--- src/design/ths_pkg.sv ---
`default_nettype none
package ths_pkg;

  // Fraction bits of the Q16.16 format and of the cell position.
  localparam int FRAC_W = 16;
  // Width of the points-in-use register and of (points - 1).
  localparam int PW = 8;
  // Quotient bits of the scaled position: cell index and fraction.
  localparam int QW = PW + FRAC_W;
  // Width of the terrain size register and of an in-range offset.
  localparam int TW = 31;
  // Width of offset * (points - 1).
  localparam int SW = TW + PW;
  // Default grid side.
  localparam int GRID_POINTS_DEF = 128;
  // Depth of the queue between front and back.
  localparam int FQ_DEPTH = 4;
  localparam logic [FRAC_W:0] ONE_Q16 = 17'h10000;

  // Configuration register indexes.
  typedef enum logic [1:0] {
    REG_ORIGIN_X   = 2'd0,
    REG_ORIGIN_Z   = 2'd1,
    REG_TERRAIN_SZ = 2'd2,
    REG_POINTS     = 2'd3
  } cfg_reg_e;

  // Request kinds.
  localparam logic REQ_WRITE = 1'b0;
  localparam logic REQ_QUERY = 1'b1;

  // Classified item passed from front to back.
  typedef struct packed {
    logic          query;
    logic          hit;
    logic          wr_ok;
    logic [6:0]    grid_x;
    logic [6:0]    grid_z;
    logic [31:0]   hval;
    logic [TW-1:0] tx;
    logic [TW-1:0] tz;
  } fe_item_t;

endpackage
`default_nettype wire

--- src/design/ths_front.sv ---
`default_nettype none
module ths_front #(
  parameter int GRID_POINTS = ths_pkg::GRID_POINTS_DEF
) (
  input  logic                   clk,
  input  logic                   rst_n,
  input  logic                   in_valid,
  output logic                   in_ready,
  input  logic                   in_query,
  input  logic [6:0]             grid_x,
  input  logic [6:0]             grid_z,
  input  logic [31:0]            hval,
  input  logic signed [31:0]     world_x,
  input  logic signed [31:0]     world_z,
  input  logic signed [31:0]     origin_x,
  input  logic signed [31:0]     origin_z,
  input  logic [ths_pkg::TW-1:0] ts,
  input  logic                   fq_full,
  output logic                   fq_push,
  output ths_pkg::fe_item_t      fq_item
);
  import ths_pkg::*;

  logic            fe_valid_r;
  fe_item_t        fe_item_r;
  fe_item_t        item_c;
  logic signed [32:0] tx_c;
  logic signed [32:0] tz_c;
  logic            ix_c;
  logic            iz_c;

  // The stage takes an item when empty or when its item moves into the queue.
  assign in_ready = !fe_valid_r || !fq_full;
  assign fq_push  = fe_valid_r && !fq_full;
  assign fq_item  = fe_item_r;

  // Offset from the origin; inside when 0 <= offset < terrain size on both axes.
  always_comb begin
    tx_c = 33'(world_x) - 33'(origin_x);
    tz_c = 33'(world_z) - 33'(origin_z);
    ix_c = !tx_c[32] && (tx_c[31:0] < {1'b0, ts});
    iz_c = !tz_c[32] && (tz_c[31:0] < {1'b0, ts});
    item_c.query  = (in_query == REQ_QUERY);
    item_c.hit    = ix_c && iz_c;
    item_c.wr_ok  = (32'(grid_x) < 32'(GRID_POINTS)) && (32'(grid_z) < 32'(GRID_POINTS));
    item_c.grid_x = grid_x;
    item_c.grid_z = grid_z;
    item_c.hval   = hval;
    item_c.tx     = tx_c[TW-1:0];
    item_c.tz     = tz_c[TW-1:0];
  end

  // Front register.
  always_ff @(posedge clk) begin
    if (!rst_n) begin
      fe_valid_r <= 1'b0;
    end else if (in_ready) begin
      fe_valid_r <= in_valid;
    end
  end

  always_ff @(posedge clk) begin
    if (in_ready && in_valid) begin
      fe_item_r <= item_c;
    end
  end

endmodule
`default_nettype wire

--- config.mk ---
export PLATFORM = sky130hd
export DESIGN_NAME = ths_front
export DESIGN_NICKNAME = d
export VERILOG_FILES = /design/src/design/ths_pkg.sv /design/src/design/ths_front.sv
export SDC_FILE = /design/constraint.sdc
export NUM_CORES = 1
export LEC_CHECK = 0
export BUFFER_PORTS_ARGS = -buffer_cell sky130_fd_sc_hd__buf_2
export CAP_MARGIN = 20
export CORE_MARGIN = 8
export CORE_UTILIZATION = 30
export CTS_CLUSTER_DIAMETER = 40
export DETAILED_ROUTE_END_ITERATION = 10
export HOLD_SLACK_MARGIN = 0.02
export SETUP_SLACK_MARGIN = 0.5
export SYNTH_ARGS = -nofsm -noshare
export SYNTH_HDL_FRONTEND = slang
export SYNTH_SLANG_ARGS = --single-unit
--- constraint.sdc ---
create_clock -name clk -period 6.87 [get_ports clk]
set_input_delay 1.374 -clock clk [delete_from_list [all_inputs] [get_ports clk]]
set_output_delay 1.374 -clock clk [all_outputs]
set_load 0.03 [all_outputs]
Yosys cells after proc, flatten, opt, wreduce, memory -nomap -nowiden --
Cells that the tools add are included.
Word-level totals: register bits 111, input bits 210, output and inout port bits 113, word-level logic and storage cells 22
Cells by class: add/sub/neg operators 2, order comparisons 2, reductions and logical operators 10
Operators by type and width (number):
- subtractor 32 x 32 -> 33 bit | 2
- less-than comparator 32 x 31 -> 1 bit | 2
- logical AND 1 bit | 5
- logical NOT 1 bit | 4
- logical OR 1 bit | 1

Logic depth before layout (Yosys ltp) --
word-level depth 4, mapped depth 23, depth with buffers taken out 23

Worst setup path before layout --
No wires, ideal clock.
path kind input to register, from input port world_x[0], to register fe_item_r, in the netlist fq_item[109] (data pin), setup time 176 ps, arrival time 5377 ps, data required time 6694 ps, slack 1317 ps, stages 23, path buffers 0, cells stage by stage inv_1 ha_1 inv_1 fa_1 a21o_1 a21oi_2 o21ai_1 a32oi_2 a211oi_1 or2_1 a221o_1 a21oi_1 xnor2_1 ha_1 nor2_1 o21ai_0 a221o_1 a21oi_1 o311ai_0 a2111oi_0 nand3_1 a2111o_1 nor4_1
RTL lines:
- start: declaration | RTL line ths_front.sv:13 | input logic signed [31:0] world_x,
- end signal: assignment | RTL line ths_front.sv:64 | fe_item_r <= item_c;
- end: declaration | RTL line ths_front.sv:25 | fe_item_t fe_item_r;

==> metrics.md <==
| Metric | Value |
|---|---|
| Worst hold margin | 542 ps |
| Seq/Total Area, Yosys | 41.0% |
| Final min period | 5950 ps |
| Antenna viol nets, final | 0 |
| Synth Register Bits | 111 |
| Clock slew at reported path FFs | 80 ps |
| Data required time of the worst path | 7040 ps |
| Synth unique cells | 64 |
| Hold Fails Final Rpt | 0 |
| Io pins | 323 |
| CTS Sinks | 111 |
| Slew HR | 48.3% |
| Final setup violation count | 0 |
| Startpoint types | primary input |
| VDD IR-drop max | 111 µV |
| First-pass GRT wire length | 37.9 mm |
| Commonest non-fill, non-tap cell in the layout | buf_2 |
| Max Clk Rate | 168 MHz |
| Highest-count cells in the layout ignoring fill and taps | 321 x buf_2, 124 x ha_1, 114 x inv_1 |
| Initial core utilization | 30.4% |
| Synth area leaders | edfxtp_1 41%, ha_1 19%, inv_1 5.3%, xnor2_1 4.5%, a21oi_1 4.4% |
| DIE HEIGHT | 180 µm |
| Lkg Pwr | 5.14 nW |
| R2r worst-path depth | 3 |
| Gpl congestion | 0.851 |
| Worst hold path type | flip-flop to flip-flop |
| Hold Path Depth | 2 |
| Dpl hpwl | 21.6 mm |
| PD cells | 212 nW/µm² |
| Die Width | 180 µm |
| Post-synth EDFFs | 110 |
| Post-synth top flop | edfxtp_1 |
| CTS tree | done |
| Setup TNS | 0 ps |
| CP max stage delay | 450 ps |
| CTS Buf Count | 9 |
| Worst Path Arrival | 6120 ps |
| H-Tree Depth | 3 |
| CP delay by family, top | compound AO/OA/AOI/OAI gates |
| Core box area | 26700 µm² |
| Slew Limit Fails | 0 |
| Routed vias | 6917 |
| Vias in the first global route | 7024 |
| Post-synthesis instance area | 8110 µm² |
| Status | completed |
| Syn Nets | 1123 |
| Crit path cell chain | buf_2 -> inv_1 -> ha_1 -> inv_1 -> fa_1 -> a21o_1 -> a21oi_2 -> o21ai_1 -> a32oi_2 -> a211oi_1 -> or2_1 -> a221o_1 -> a21oi_1 -> xnor2_1 -> ha_1 -> nor2_1 -> o21ai_0 -> a221o_1 -> a21oi_1 -> o311ai_0 -> a2111oi_0 -> nand3_1 -> a2111o_1 -> nor4_1 |
| Yosys warns | 0 |
| Clk buf depth | 2 |
| Ys async rst share | 0% |
| Final-stage net count | 1452 |
| Remaining DRCs | 0 |
| Site row count | 60 |
| Syn avg cell area | 10.3 µm² |
| Gate Count Post-Synth | 787 |
| Final Util | 39.0% |
| Buffers on Ports | 321 |
| Final WL | 25.0 mm |
| Initial antenna violation count | 3 |
| Root Buffer | clkbuf_16 |
| Setup CP Type | primary input to flip-flop |
| Clk_lat worst skew | 360 ps |
| Area growth syn-to-layout | 28.6% |
| Max FO, Critical Path | 4 |
| Unrepaired setup endpoints after global routing | no |
| GRT Util Overall | 14.7% |
| Clk_skew | 11.3 ps |
| WP depth | 24 |
| Share of layout cells above drive strength 1 | 31.8% |
| Detailed Route Iter0 Violations | 279 |
| Vias/cell | 4.72 |
| Max Cap Viol | 0 |
| Worst-margin pin slew | 775 ps |
| GR Overflow Total | 0 |
| Worst setup EP type | flip-flop |
| Detailed-route wire length per cell | 17.1 µm |
| Post_cts resized | 0 |
| Die area | 32600 µm² |
| Pin count of the biggest net entering global routing | 61 |
| Post-synth top area cell | edfxtp_1 |
| DRT Pass-1 Iters | 5 |
| CP max-delay cell | a2111oi_0 |
| Post-route clock period utilization | 86.5% |
| Post-CTS Hold Buffers | 0 |
| CP bufs+invs | 3 |
| Postcts setup bufs | 0 |
| Synth top area share | 40.7% |
layout make-up:
class | instances | area (µm²)
sequential | 111 | 3320
inverter | 114 | 428
tap | 341 | 427
clock buffer | 9 | 225
clock inverter | 7 | 65.1
antenna | 3 | 7.51
fill | 2702 | 16300
multi-input combinational | 558 | 4350
timing repair buffer | 322 | 1610
per-layer routing:
metal | global-route usage [%] | vias to the layer above | wire, µm
li1 | - | 3534 | -
met1 | 17.1 | 3165 | 10900
met2 | 26.5 | 197 | 12400
met3 | 3.31 | 21 | 1250
met4 | 4.66 | 0 | 441
met5 | 0 | - | 0
through the flow:
step / instances / instance area [µm²] / power [mW] / worst slack [ps]
after floorplan: 787 / 8110 / 1.45 / 1320
after global placement: 1446 / 10100 / 1.70 / 746
after detailed placement: 1446 / 10100 / 1.71 / 608
after CTS: 1462 / 10400 / 2.24 / 949
after global routing: 1465 / 10400 / 2.35 / 512
final: 1465 / 10400 / 2.21 / 924
synth_stat cells, drive strengths merged (2+ instances only):
library cell and n:
nand2 34, o21ai 35, and3 6, nand4 12, nand3 21, nor2b 11, buf 2, a211o 2
a21boi 4, nor2 36, edfxtp 110, a31o 2, and2 4, nor3 12, a41oi 2, inv 114
fa 2, a21oi 74, o21bai 9, a311oi 2, ha 124, xnor2 42, o21a 8, clkbuf 2
nand3b 2, o22ai 2, nand2b 9, o211ai 7, o31ai 3, a21o 40, a31oi 5, o31a 2
nor4 6, a221o 2, a211oi 6, or2 3, o2111ai 4, xor2 13
worst paths after layout:
kind / startpoint / endpoint / slack, ps
hold reg to reg: fe_valid_r / fe_valid_r / 540
hold / removal: fe_valid_r / fe_valid_r / 540
setup reg to reg: fe_valid_r / fq_item[42] / 4710
setup / recovery: world_x[0] / fq_item[109] / 920
tightest hold or removal path, delay by kind of cell (launching register included):
family	cells	cell delay, ps
and+or+nand+nor	1	90
AOI/OAI and AO/OA	1	70
DFF	1	350
sequential cells by signal (all words and copies together) (netlist names):
| register | cells |
|---|---|
| fq_item | 110 |
| fe_valid_r | 1 |
power by group:
group          internal (mW)  leakage [nW]  switching (mW)
Clock                  0.255         0.139           0.270
Sequential             0.837          1.07          0.0168
Combinational          0.314          3.93           0.522
Total                   1.41          5.14           0.809
kinds of logic after synthesis:
family | Yosys count | share of synthesized area [%]
compound gates | 216 | 18.0
simple gates | 160 | 9.95
fa+ha+maj | 126 | 19.6
buf+inv | 118 | 5.52
flops | 111 | 41.0
xor+xnor | 55 | 5.94
other cells | 1 | 0.0462
Power figures use the tool's default switching activity.
