**src/design/ths_pkg.sv**
```systemverilog
`default_nettype none
package ths_pkg;

  // Fraction bits of the Q16.16 format and of the cell position.
  localparam int FRAC_W = 16;
  // Width of the points-in-use register and of (points - 1).
  localparam int PW = 8;
  // Quotient bits of the scaled position: cell index and fraction.
  localparam int QW = PW + FRAC_W;
  // Width of the terrain size register and of an in-range offset.
  localparam int TW = 31;
  // Width of offset * (points - 1).
  localparam int SW = TW + PW;
  // Default grid side.
  localparam int GRID_POINTS_DEF = 128;
  // Depth of the queue between front and back.
  localparam int FQ_DEPTH = 4;
  localparam logic [FRAC_W:0] ONE_Q16 = 17'h10000;

  // Configuration register indexes.
  typedef enum logic [1:0] {
    REG_ORIGIN_X   = 2'd0,
    REG_ORIGIN_Z   = 2'd1,
    REG_TERRAIN_SZ = 2'd2,
    REG_POINTS     = 2'd3
  } cfg_reg_e;

  // Request kinds.
  localparam logic REQ_WRITE = 1'b0;
  localparam logic REQ_QUERY = 1'b1;

  // Classified item passed from front to back.
  typedef struct packed {
    logic          query;
    logic          hit;
    logic          wr_ok;
    logic [6:0]    grid_x;
    logic [6:0]    grid_z;
    logic [31:0]   hval;
    logic [TW-1:0] tx;
    logic [TW-1:0] tz;
  } fe_item_t;

endpackage
`default_nettype wire

```
**src/design/ths_fifo.sv**
```systemverilog
`default_nettype none
module ths_fifo (
  input  logic              clk,
  input  logic              rst_n,
  input  logic              push,
  input  ths_pkg::fe_item_t item_in,
  input  logic              pop,
  output ths_pkg::fe_item_t item_out,
  output logic              full,
  output logic              empty
);
  import ths_pkg::*;

  localparam int AW = $clog2(FQ_DEPTH);

  fe_item_t        mem_r [FQ_DEPTH];
  logic [AW-1:0]   wp_r;
  logic [AW-1:0]   rp_r;
  logic [AW:0]     cnt_r;

  assign full     = (cnt_r == (AW+1)'(FQ_DEPTH));
  assign empty    = (cnt_r == '0);
  assign item_out = mem_r[rp_r];

  // Pointers and fill count.
  always_ff @(posedge clk) begin
    if (!rst_n) begin
      wp_r  <= '0;
      rp_r  <= '0;
      cnt_r <= '0;
    end else begin
      if (push) begin
        wp_r <= wp_r + 1'b1;
      end
      if (pop) begin
        rp_r <= rp_r + 1'b1;
      end
      if (push && !pop) begin
        cnt_r <= cnt_r + 1'b1;
      end else if (pop && !push) begin
        cnt_r <= cnt_r - 1'b1;
      end
    end
  end

  always_ff @(posedge clk) begin
    if (push) begin
      mem_r[wp_r] <= item_in;
    end
  end

endmodule
`default_nettype wire

```
**config.mk**
```make
export PLATFORM = sky130hd
export DESIGN_NAME = ths_fifo
export DESIGN_NICKNAME = d
export VERILOG_FILES = /design/src/design/ths_pkg.sv /design/src/design/ths_fifo.sv
export SDC_FILE = /design/constraint.sdc
export NUM_CORES = 1
export LEC_CHECK = 0
export ABC_CLOCK_PERIOD_IN_PS = 3900
export BUFFER_PORTS_ARGS = -buffer_cell sky130_fd_sc_hd__buf_2
export CAP_MARGIN = 20
export CORE_MARGIN = 1.5
export CORE_UTILIZATION = 51
export DETAILED_ROUTE_END_ITERATION = 8
export PLACE_DENSITY = 0.86
export RECOVER_POWER = 50
export SYNTH_ARGS = -nofsm -noshare
export SYNTH_HDL_FRONTEND = slang
export SYNTH_SLANG_ARGS = --single-unit
```
**constraint.sdc**
```tcl
create_clock -name clk -period 3.9 [get_ports clk]
set_input_delay 0.195 -clock clk [delete_from_list [all_inputs] [get_ports clk]]
set_output_delay 0.195 -clock clk [all_outputs]
set_load 0.1 [all_outputs]
```
; ---- Yosys cells after proc, flatten, opt, wreduce, memory -nomap -nowiden
; Memories as Yosys holds them, arrays and structs flattened. A register that Yosys moved wholly into a read port is not among the register bits.
; Index checks and enable logic that the tools add are counted.
[word_totals]
inputBits = 115
elab_cells = 21
mem_count = 1
out_inout_bits = 113
ramBits = 444
ff_bits = 7
[classes]
muxes = 6
eq_ne = 1
reduce_logical = 6
add_sub_neg = 4
[memory_table]
columns = name, depth, word_bits, read_ports, rd_clocked_by_memory_dff, write_ports, line_no
row1 = mem_r, 4, 111, 1, 1, 1, ths_fifo.sv:16  ; fe_item_t mem_r [FQ_DEPTH];
[ops]
columns = operator, n
row1 = $mux 3, 2
row2 = $add 2x1->2 const B, 2
row3 = $mux 2, 2
row4 = $add 3x1->3 const B, 1
row5 = $eq 3x3->1 const B, 1
row6 = $logic_not 3->1, 1
row7 = $sub 3x1->3 const B, 1
row8 = $logic_and 1x1->1, 2
row9 = $logic_not 1->1, 2
row10 = $mux 1, 2
row11 = $reduce_bool 2->1, 1

; ---- Depth between registers and ports, before layout
[depth]
word_depth = 4
ltp_mapped = 7
ltp_nobuf = 7

; ---- Least setup slack after synthesis
; OpenSTA, ideal clock, no wires.
[synth_path]
path_kind = register to register
from = register wp_r[0]
to = memory mem_r[0][0] in the netlist's numbering, enable pin
required_ns = 3.418
setup_ns = 0.482
slack_ns = 0.320
arrival_time_ns = 3.098
path_stages_with_launch = 4
cell_sequence = dfxtp_1 > inv_1 > ha_1 > and2_1
[synth_rtl]
columns = element, line_no
row1 = "start, declared", ths_fifo.sv:17  ; logic [AW-1:0] wp_r;
row2 = "start signal, assigned", ths_fifo.sv:33  ; wp_r <= wp_r + 1'b1;
row3 = "end, declared", ths_fifo.sv:16
; Straight into the memory's write port.

==> impl_metrics.py <==
metrics = {
    "synthesis": {
        "ys_top_cells_by_count": "edfxtp_1 (444), mux4_2 (111), buf_2 (11)",
        "synth_top_area_share_pct": 81.0,
        "yosysMostFrequentCell": "edfxtp_1",
        "syn-num-nets": 743,
        "async_reset_ff_share_pct": 0,
        "syn_area_per_cell_um2": 26.5,
        "synth_warnings": 0,
        "seq_area_frac_synth_pct": 82.1,
        "synthTopCellsByArea": "edfxtp_1 (81%), mux4_2 (15%), dfxtp_1 (1.1%)",
        "yosys.area.top_type": "edfxtp_1",
        "synth-edff-count": 444,
        "yosys_register_bits": 453,
        "ys_types": 21,
        "synth_cells": 622,
        "synth-main-ff-cell": "edfxtp_1",
        "synthesis.area_um2": 16500,
    },
    "sta": {
        "max_slew.worst_pin.slew_ns": 1.88,
        "fin_crit_sh_pct": 69.9,
        "fin_crit_ns": 2.73,
        "slew_headroom_pct": -25.6,
        "finalSetupViolations": 0,
        "final-max-slew-violation-count": 65,
        "final_hold_viol_count": 0,
        "clock_skew_ns": 0.0102,
        "setup-tns-final_ns": 0,
        "fmax_mhz": 367,
        "rsz0062_at_grt": "no",
    },
    "drt": {
        "drc": 0,
        "route.met3.wl_um": 2170,
        "wl_met1_um": 12000,
        "ant_nets": 0,
        "wl_met2_um": 16600,
        "initialDrtViolationCount": 663,
        "dr.pass1.iters": 4,
        "postRouteWirelength_um": 31500,
        "wl_per_cell_um": 22.0,
        "via_count": 7824,
        "maxUsedRoutingLayer": "met4",
        "viasPerCell": 5.47,
    },
    "pwr": {
        "power_mw": 12.0,
        "p_int_mw": 8.43,
        "p_leak_nw": 6.70,
        "ir_drop_mv": 0.513,
        "pwr-share-clk_pct": 33.3,
        "p_sw_mw": 3.56,
        "sequentialPowerShare_pct": 47.4,
        "p_comb_share_pct": 19.3,
        "switching_share_pct": 29.7,
        "power.density_nw_per_um2": 587,
    },
    "cells_and_area": {
        "drive_gt1_share_pct": 29.4,
        "syn_to_final_growth_pct": 24.2,
        "nets": 1115,
    },
    "clocking": {
        "worstSkewPairLatency_ns": 0.53,
        "cts_max_level": 2,
        "cts_buffer_depth": 3,
        "cts_resized": 0,
        "cts_root_buf": "clkbuf_16",
        "post_cts_buffers": 0,
        "clock-sinks": 453,
        "cts_tree": "yes",
        "clk_pin_slew_ns": 0.06,
        "ctsHoldBuffers": 112,
        "cts_made_buffers": 44,
    },
    "critical_path": {
        "reg2reg_from": "wp_r[0]",
        "worstPathRequired_ns": 3.70,
        "r2r_end": "mem_r[2][88]",
        "path_delay_family": "buffers and inverters",
        "reg2reg_slack_ns": 1.32,
        "cp_max_fo": 53,
        "path_class": "reg2out",
        "r2r_cells": 4,
        "slowest_delay_ns": 0.80,
        "crit_end": "item_out[73]",
        "crit_arrival_ns": 2.53,
        "start_kind": "register",
        "critPathBufInv": 2,
        "cp_num_cells": 3,
        "critical_path.cell_chain": "buf_12 -> mux4_2 -> buf_2",
        "crit_path_end_kind": "primary output",
        "crit_slowest_cell": "dfxtp_4",
    },
    "outcome": {
        "outcome": "finished with violations",
        "violations": "max-capacitance violations, max-slew violations",
    },
    "die": {
        "fp.dieW_um": 183,
        "core_area_um2": 31600,
        "rows": 65,
        "start_util_pct": 52.0,
        "die_h_um": 183,
        "ios": 228,
        "dieArea_um2": 33300,
    },
    "global_routing": {
        "grt_pass1_wl_um": 48200,
        "grt_overflow": 0,
        "grt_start_max_net_pins": 112,
        "grt_pass1_vias": 8493,
        "grtUsageTotal_pct": 19.2,
        "antenna_found_initial": 2,
    },
    "placement": {
        "gp_congestion": 0.711,
        "dp_hpwl_um": 17400,
        "io_buffers": 227,
    },
    "worst_hold_path": {
        "hold_class": "in2reg",
    },
    "flow_run": {
        "max-cap-violations": 1,
    },
}
==> worst min path at each step <==
stage	start	end	slack (ns)	cells past startpoint
final	pop	rp_r[0]	0.07	3
after global routing	pop	rp_r[0]	0.07	3
after CTS	pop	rp_r[0]	0.04	3
after detailed placement	item_in[26]	mem_r[3][26]	0.41	1
after global placement	item_in[41]	mem_r[0][41]	0.41	1
after floorplan	item_in[0]	mem_r[0][0]	0.29	0
==> state kept, by name (all words and copies together) (netlist names), named ones only <==
signal and count:
mem_r 444, rp_r 2, wp_r 2, cnt_r 3
==> routing by layer <==
layer  vias up  global-route usage (%)
li1       3438                       -
met1      4029                    23.4
met2       306                    34.1
met3        51                    4.67
met4         0                    6.02
met5         -                       0
==> cells in the final DEF, fill, tap and decap left out, types with 3 or more instances in the layout <==
cell / netlist / final
edfxtp_1: 444 / 444
clkbuf_1: 3 / 119
buf_2: 11 / 116
dlygate4sd3_1: 0 / 112
mux4_2: 111 / 111
clkbuf_16: 0 / 46
clkinv_1: 0 / 10
clkinv_2: 0 / 8
dfxtp_1: 9 / 7
buf_12: 0 / 6
and2_0: 0 / 5
ha_1: 5 / 5
inv_1: 4 / 4
buf_4: 1 / 4
xor2_1: 3 / 3
==> kinds of logic (layout without fill, tap and decap cells) <==
group           count (synthesis)  after routing  synth area share (%)
other cells                     0              2                     0
simple gates                   15             15                 0.555
buf+inv                        28            432                  1.16
xor+xnor                        5              5                 0.266
fa+ha+maj                       6              6                 0.502
flops                         453            453                  82.1
mux                           113            113                  15.3
compound gates                  2              2                0.0760
==> area by class of cell <==
cell class              count  area (um^2)
repair buffers            350         2270
inverters                   4         15.0
clock inverters            22          158
clock buffers              56         1210
multi-input cells         141         2760
well taps                 402          503
diodes                      2         5.00
fillers                  2020        11200
flip-flops and latches    453        13500
==> worst reg2reg max path, cell delays in order, from the launching register on <==
cell and delay [ns]:
dfxtp_1 0.35, inv_1 0.09, ha_1 0.14, and2_0 1.01, buf_4 0.61
==> power by group through the flow <==
stage          Combinational, mW  Sequential, mW  Clock [mW]
4_1_cts                     2.35            5.68        4.06
2_1_floorplan               1.89            5.75           0
5_1_grt                     2.40            5.70        4.24
3_3_place_gp                2.23            5.76           0
3_5_place_dp                2.25            5.78           0
6_report                    2.32            5.68        3.99
==> metrics by stage <==
stage          hold WS [ns]  utilization, %  setup WS [ns]  cell area, um^2  std cells
2_1_floorplan         0.294               -          0.320            16500        622
3_3_place_gp          0.405            57.2           1.75            18100       1238
3_5_place_dp          0.410            57.2           1.72            18100       1238
4_1_cts              0.0373            65.1           1.15            20600       1428
5_1_grt              0.0653            64.6           1.06            20400       1430
6_report             0.0711            64.6           1.17            20400       1430
(Power assumes the default switching activity.)
